<file path="config.mk">
export PLATFORM = sky130hd
export DESIGN_NAME = pidl_cell
export DESIGN_NICKNAME = d
export VERILOG_FILES = /design/src/rtl/core/pidl_pkg.sv /design/src/rtl/core/pidl_cell.sv
export SDC_FILE = /design/constraint.sdc
export NUM_CORES = 1
export LEC_CHECK = 0
export BUFFER_PORTS_ARGS = -buffer_cell sky130_fd_sc_hd__buf_4
export CAP_MARGIN = 20
export CORE_UTILIZATION = 45
export DETAILED_ROUTE_END_ITERATION = 10
export PLACE_DENSITY = 0.81
export SETUP_SLACK_MARGIN = 0.05
export SLEW_MARGIN = 20
export SYNTH_ARGS = -nofsm -noshare
export SYNTH_HDL_FRONTEND = slang
export SYNTH_SLANG_ARGS = --single-unit
</file>
<file path="constraint.sdc">
create_clock -name clk -period 4.5 [get_ports clk]
set_clock_uncertainty 0.15 [all_clocks]
set_input_delay 0.45 -clock clk [delete_from_list [all_inputs] [get_ports clk]]
set_output_delay 0.45 -clock clk [all_outputs]
set_load 0.02 [all_outputs]
</file>
<file path="src/rtl/core/pidl_pkg.sv">
package pidl_pkg;

	localparam int CAPACITY_DEF = 64;
	localparam int OPCODE_W     = 2;
	localparam int POS_W        = 7;
	localparam int WORD_W       = 32;
	localparam int STATUS_W     = 2;
	localparam int LENGTH_W     = 7;

	typedef enum logic [OPCODE_W-1:0] {
		OP_APPEND = 2'd0,
		OP_INSERT = 2'd1,
		OP_DELETE = 2'd2,
		OP_CLEAR  = 2'd3
	} op_t;

	typedef enum logic [STATUS_W-1:0] {
		ST_OK    = 2'd0,
		ST_FULL  = 2'd1,
		ST_POS   = 2'd2,
		ST_EMPTY = 2'd3
	} status_t;

	// shift command broadcast to every cell
	typedef struct packed {
		logic ins;
		logic del;
	} cell_ctl_t;

endpackage

</file>
<file path="src/rtl/core/pidl_cell.sv">
module pidl_cell
	import pidl_pkg::*;
#(
	parameter int IW       = 6,
	parameter int CELL_IDX = 0
) (
	input  logic                     clk,
	input  cell_ctl_t                ctl,
	input  logic [IW-1:0]            idx,
	input  logic signed [WORD_W-1:0] value,
	input  logic signed [WORD_W-1:0] left,
	input  logic signed [WORD_W-1:0] right,
	output logic signed [WORD_W-1:0] word,
	output logic signed [WORD_W-1:0] tap
);

	localparam logic [IW-1:0] MY = IW'(CELL_IDX);

	logic signed [WORD_W-1:0] word_q;
	logic signed [WORD_W-1:0] tap_q;

	// insert: load at idx, take left neighbour above it
	// delete: take right neighbour from idx upward
	always_ff @(posedge clk) begin
		if (ctl.ins) begin
			if (MY == idx) begin
				word_q <= value;
			end else if (MY > idx) begin
				word_q <= left;
			end
		end else if (ctl.del) begin
			if (MY >= idx) begin
				word_q <= right;
			end
		end
		// old word of the deleted cell, zero elsewhere
		tap_q <= (ctl.del && (MY == idx)) ? word_q : '0;
	end

	assign word = word_q;
	assign tap  = tap_q;

endmodule

</file>
Word level (Yosys, flattened, before mapping). Cells that the tools add are included.

Register bits: 64. Word-level logic and storage cells: 15.

Reductions and logical operators: 5. Mux-type cells: 5. Equality and inequality tests: 1. Magnitude comparators: 2.

Operator list (number): 32-bit 2-to-1 mux (5); 1-bit by 6-bit greater-or-equal comparator with 1-bit output, first input constant (1); 1-bit by 6-bit greater-than comparator with 1-bit output, first input constant (1); 6-bit logical NOT (1); 2-bit nonzero test (2); 3-bit by 1-bit inequality test with 1-bit output, second input constant (1); 3-bit AND reduction (1); 1-bit logical AND (1).

Longest topological paths before layout. Gate-level depths: netlist of run 1.

Word-level depth: 4. Mapped depth: 4. Mapped depth without buffers: 3.

Worst setup path before layout of run 1. Ideal clock, no wire load.

Path type: input -> register. Start: input port idx[3]. End: register word_q[0], in the netlist word[0], enable pin. Slack: 1866 ps. Required time: 3959 ps. Cell stages on the path: 4. Data arrival time: 2093 ps. Path through: or4_4 -> nor2_4 -> buf_6 -> o21a_1.

Cells in the longest elaborated chain, start to end: 3. Elaborated cells on any way between the ends: 6. Classes of those cells: 2 x order compare; 1 x eq/ne; 3 x reduce/logical.

RTL lines: start, declared (RTL line pidl_cell.sv:9) `input logic [IW-1:0] idx,`; 1-bit by 6-bit greater-than comparator with 1-bit output (tied with other cells) (RTL line pidl_cell.sv:28) `end else if (MY > idx) begin`; 3-bit by 1-bit inequality test with 1-bit output (no source line) / 2-bit nonzero test (equally long branches); 3-bit AND reduction (no source line) (*); end signal, assigned (RTL line pidl_cell.sv:27) `word_q <= value;`; end signal, assigned (RTL line pidl_cell.sv:29) `word_q <= left;`; end signal, assigned (RTL line pidl_cell.sv:33) `word_q <= right;`; end, declared (RTL line pidl_cell.sv:19) `logic signed [WORD_W-1:0] word_q;`.

Mark *: on every way between the ends. The rest lies on a longest branch, timed or not. A chain may end at the register's enable or synchronous reset.

Final worst setup path of run 1.
Start: input port idx[1]. End: register word_q[21], in the netlist word[21], enable pin.

Same word-level chain as after synthesis.

==> metrics.md, run 1 <==
| Metric | Value |
|---|---|
| Status | complete, no violations |
| Root Driver | clkbuf_8 |
| Mapped cell area | 2620 um^2 |
| Starting Density | 47.2% |
| Crit Path Category | primary input to flip-flop |
| Hold Startpoint | right[17] |
| Net Count, Synth | 360 |
| Grt total ovfl | 0 |
| Vias | 2,620 |
| Most common cell after layout, fill and taps aside | buf_4 |
| Clock Latency Late Sink | 0.33 ns |
| Post-synth cell types | 15 |
| Overall Power | ~1.2 mW |
| Post-route cell area | 4060 um^2 |
| Maximum capacitance violations | 0 |
| Slew headroom | 31.7% |
| Remaining antenna violation count | 0 |
| Sequential share of the synthesized area | 61.2% |
| Synth Register Bits | 64 |
| Pwr dens | 299 nW/um^2 |
| Initial antenna violation count | 0 |
| Initial DRT Pass Iterations | 5 |
| Hold EP | word[17] |
| Clock-pin slew on the worst setup and hold paths | about 0.070 ns |
| CTS sink count | 64 |
| Post-CTS Repair Setup Buffers | 0 |
| R2R Setup Slk | 3.64 ns |
| Top-level port count | approximately 170 |
| Cells on Worst Hold Path | 3 |
| Placed Area | about 3900 um^2 |
| Gpl congestion | 0.782 |
| Half-perimeter wire length after placement | 5.70 mm |
| Wl on met1 | roughly 3.0 mm |
| Port-buffer cells | 168 |
| Mean post-synth cell area | 10.3 um^2 |
| Max FO, Critical Path | 33 |
| # H-tree levels | 3 |
| Setup TNS | 0 ns |
| Req. time, crit path | 4.37 ns |
| Util after Layout | roughly 73% |
| RSZ-0062 raised after global routing | no |
| Fmax | 0.337 GHz |
| Min-Delay Path Class | primary input to flip-flop |
| Largest net degree at the start of global routing | 66 |
| Cells on worst reg2reg path | 1 |
| Chip Width | 78.2 um |
| Met2 wire length | 4.09 mm |
| Initial DRC count | 130 |
| TritonCTS clock tree | done |
| Metal3 WL | 625 um |
| First-pass GRT wire length | 11.9 mm |
| Area Overhead vs Synth | 55.2% |
| Max Slew Vio Count | 0 |
| Fin nets | 517 |
| Min Clock Period, post-route | 2.97 ns |
| CP startpoint kind | primary input |
| Post-DR wirelength/cell | 16.0 um |
| Peak supply drop | between 0.15 and 0.2 mV |
| Die ar. | 6120 um^2 |
| Cts bufs inserted | 9 |
| Top area cells in the synthesized netlist | edfxtp_1, dfxtp_1, a31oi_1, and3_1, nand3_1 |
| Total Routing Usage GR | about a quarter |
| Final Hold Viols | 0 |
| Critical R2R Launch | word[31] |
| Syn Inst Count | 255 |
| LEAKAGE | 1.85 nW |
| # rows | 27 |
| Max clock buf depth | 2 |
| FF-to-FF End | tap[31] |
| Crit path DAT | 2.84 ns |
| DIE HEIGHT | 78.2 um |
| Fillers | 418 |
| Area leader, netlist | edfxtp_1 |
| Synth top area share | 36.7% |
| Yosys Warn Count | 0 |
| Ant. Diodes | 0 |
| Layout cell share with drive strength beyond 1 | between 40% and 50% |
| # setup viols final | 0 |
| Final worst path period share | 66.0% |
| Vias in the first global route | around 2,400 |
| Worst-margin pin slew | 1.02 ns |
| Resized Gates After CTS | 0 |
| Cts hold-fix bufs | 0 |
| Vias per cell | between 5 and 6 |
| DRC viols | 0 |
| Highest metal used | met4 |
| Type of element capturing the critical path | flip-flop |
| Core Area | 5540 um^2 |
| Final WL | 7.81 mm |
## metal layers
metal | track usage (%) | up-vias
met2 | 44.2 | 147
li1 | - | 1258
met5 | 0 | -
met3 | 5.58 | 12
met1 | 30.7 | 1203
met4 | 11.1 | 0
## flip-flops by register name, indices dropped and copies added (netlist names)
register and cells:
tap 32, word 32
## critical path: stages
cell and delay [ns]:
buf_4 0.12, or2_1 0.60, nor2_4 0.63, o21a_1 0.66
buf_4 0.36
## cell families after synthesis
logic type / Yosys count / synth area share [%]
compound gates: 65 / 14.1
buf+inv: 25 / 4.59
flops: 64 / 61.2
simple gates: 101 / 20.1
## Yosys cell counts, drive strengths merged
master and number:
nor2 34, a31oi 32, dfxtp 32, nor4 1
clkbuf 19, and3 32, or4 1, o21a 1
or2 1, nand3 32, o21ai 32, edfxtp 32
buf 6
## final cells by class
class,instances,area (um^2),area share [%]
clock buffer,11,131,3.24
clock inverter,5,47.5,1.17
multi-input combinational,166,905,22.3
sequential,64,1600,39.5
tap,72,90.1,2.22
timing repair buffer,171,1280,31.6
## how the worst max path moves through the flow
stage	startpoint	endpoint	slack (ns)	cells after the start
detailed placement	idx[1]	word[24]	1.17	5
CTS	idx[1]	word[14]	1.51	5
global route	idx[1]	word[14]	1.27	5
floorplan	idx[3]	word[0]	1.87	4
finish	idx[1]	word[21]	1.53	5
global placement	idx[3]	word[24]	1.25	5
## metrics by stage
| stage | cells | hold slack (ns) | setup slack [ns] |
|---|---|---|---|
| finish | 489 | 0.322 | 1.53 |
| global route | 489 | 0.325 | 1.27 |
| CTS | 489 | 0.306 | 1.51 |
| floorplan | 255 | 0.446 | 1.87 |
| detailed placement | 473 | 0.343 | 1.17 |
| global placement | 473 | 0.335 | 1.25 |
## power breakdown
group	internal, mW	total [mW]	switching, mW	leakage, nW
Combinational	0.0782	0.142	0.0634	1.20
Clock	0.251	0.452	0.202	0.0922
Sequential	0.618	0.619	0.00174	0.556
No activity file was read; power rests on OpenSTA's default activity.
==> inputs of run 2 (changes only) <==
- CORE_UTILIZATION: 45 -> 42
- PLACE_DENSITY: 0.81 -> 0.76
- clock period: 4.5 -> 3 ns (I/O delays scaled with it)
==> run 2 against run 1 <==
  * Combinational power up 51%
  * Design area increased by 1.5%
  * Worst hold slack lost 0.14 ns
  * Sequential power increased by 50%
  * Clock power up 51%
  * Non-clock buffer count up 4
  * Critical path type unchanged
  * Critical endpoint is now word[0]
==> metrics.md, run 2 (same netlist as run 1, synthesis figures left out) <==
| Metric | Value |
|---|---|
| Max clock buf depth | 2 |
| Final worst path period share | 63.9% |
| Fmax | 0.521 GHz |
| Post-CTS Repair Setup Buffers | 0 |
| Vias in the first global route | 2,267 |
| Final WL | 7.64 mm |
| Core Area | 5960 um^2 |
| Chip Width | 80.9 um |
| Vias | 2,581 |
| Cells on worst reg2reg path | 1 |
| Total Routing Usage GR | 22.9% |
| Clock Latency Late Sink | 0.32 ns |
| Initial DRT Pass Iterations | 4 |
| Max FO, Critical Path | 23 |
| Placed Area | 3930 um^2 |
| RSZ-0062 raised after global routing | no |
| DRC viols | 0 |
| Vias per cell | around 5.2 |
| Min Clock Period, post-route | 1.92 ns |
| Largest net degree at the start of global routing | 65 |
| Half-perimeter wire length after placement | approximately 5.5 mm |
| Crit Path Category | primary input to flip-flop |
| Fin nets | 521 |
| Initial DRC count | 129 |
| Root Driver | clkbuf_8 |
| Maximum capacitance violations | 0 |
| Port-buffer cells | 168 |
| CTS sink count | 64 |
| Initial antenna violation count | 0 |
| Flop pwr share | between 50 and 60% |
| Die ar. | 6550 um^2 |
| Type of element capturing the critical path | flip-flop |
| Min-Delay Path Class | primary input to flip-flop |
| Worst-margin pin slew | 0.591 ns |
| CP endpoint | word[0] |
| Max Slew Vio Count | 0 |
| Ant. Diodes | 0 |
| Critical R2R Launch | word[3] |
| DIE HEIGHT | 80.9 um |
| Comb pwr share | 11.7% |
| Fillers | between 400 and 500 |
| Crit path DAT | about 1.8 ns |
| Worst Setup Slack, final | 1.08 ns |
| Grt total ovfl | 0 |
| Resized Gates After CTS | 0 |
| Gpl congestion | between 0.7 and 0.8 |
| Hold slack | 0.180 ns |
| Crit. Startpoint | idx[3] |
| Starting Density | 43.9% |
| Top-level port count | 169 |
| TritonCTS clock tree | done |
| Post-route cell area | between 4000 and 5000 um^2 |
| Remaining antenna violation count | 0 |
| Clock power share | 37.4% |
| Util after Layout | between 60 and 70% |
| LEAKAGE | 1.88 nW |
| Cts hold-fix bufs | 0 |
| Clock-pin slew on the worst setup and hold paths | 0.06 ns |
| CP startpoint kind | primary input |
| Status | complete, no violations |
| # setup viols final | 0 |
| R2R Setup Slk | 2.14 ns |
| Most common cell after layout, fill and taps aside | buf_4 |
| Post-DR wirelength/cell | 15.4 um |
| Layout cell share with drive strength beyond 1 | 45.8% |
| Pwr dens | between 400 and 500 nW/um^2 |
| Setup TNS | 0 ns |
| Slew headroom | 60.6% |
| Cts bufs inserted | 9 |
| Final Hold Viols | 0 |
| First-pass GRT wire length | 10.9 mm |
| # H-tree levels | 3 |
| Req. time, crit path | 2.88 ns |
| Sw Pwr | 387 uW |
| Peak supply drop | 0.324 mV |
| # rows | 28 |
| Sw frac | a little over a fifth |
| Worst slack, placed | about 0.72 ns |
| Internal | 1.44 mW |
| Area Overhead vs Synth | 57.6% |
| FF-to-FF End | tap[3] |
## run 2: cell types whose count changed in the layout (fill, tap and decap cells not counted)
cell	change
buf_4	+3
bufinv_16	-1
clkinv_1	-2
buf_12	+1
clkbuf_8	+2
clkbuf_16	+1
## run 2: stage by stage
step | cells | power [mW]
after CTS | 496 | 1.84
final | 496 | 1.83
after detailed placement | 480 | 1.16
after floorplan | 255 | 1.03
after global routing | 496 | 1.90
after global placement | 480 | 1.16
## run 2: cell type report
class	count	area, um^2	share of cell area (%)
Clock inverter	2	10.0	0.243
Timing Repair Buffer	175	1330	32.2
Tap cell	75	93.8	2.28
Clock buffer	14	184	4.46
Multi-Input combinational cell	166	905	22.0
Sequential cell	64	1600	38.9
## run 2: metal layers
layer | global-route usage (%) | wire, um | share of wire [%] | vias to the layer above
met5 | 0 | 0 | 0 | -
met4 | 6.25 | 86 | 1.1 | 0
li1 | - | - | - | 1264
met2 | 40.2 | 3830 | 50 | 114
met3 | 6.74 | 584 | 7.6 | 9
met1 | 27.1 | 3140 | 41 | 1194
## run 2: power by group through the flow
stage | Clock, mW | Combinational [mW] | Sequential [mW]
global route | 0.740 | 0.232 | 0.929
floorplan | 0 | 0.0723 | 0.954
CTS | 0.697 | 0.215 | 0.929
global placement | 0 | 0.211 | 0.948
detailed placement | 0 | 0.214 | 0.948
finish | 0.683 | 0.214 | 0.929
## run 2: critical path: stages
cell and delay (ns):
buf_4 0.12, or4_4 0.55, nor2_4 0.11, o21a_1 0.46, buf_12 0.24
## run 2: worst min path at each step
stage	start	endpoint	slack, ns	depth (start not counted)
after floorplan	ctl[0]	tap[0]	0.30	1
after global placement	word[16]	tap[16]	0.34	1
after detailed placement	word[13]	tap[13]	0.34	1
after CTS	right[15]	word[15]	0.17	3
after global routing	right[15]	word[15]	0.16	3
final	right[15]	word[15]	0.18	3
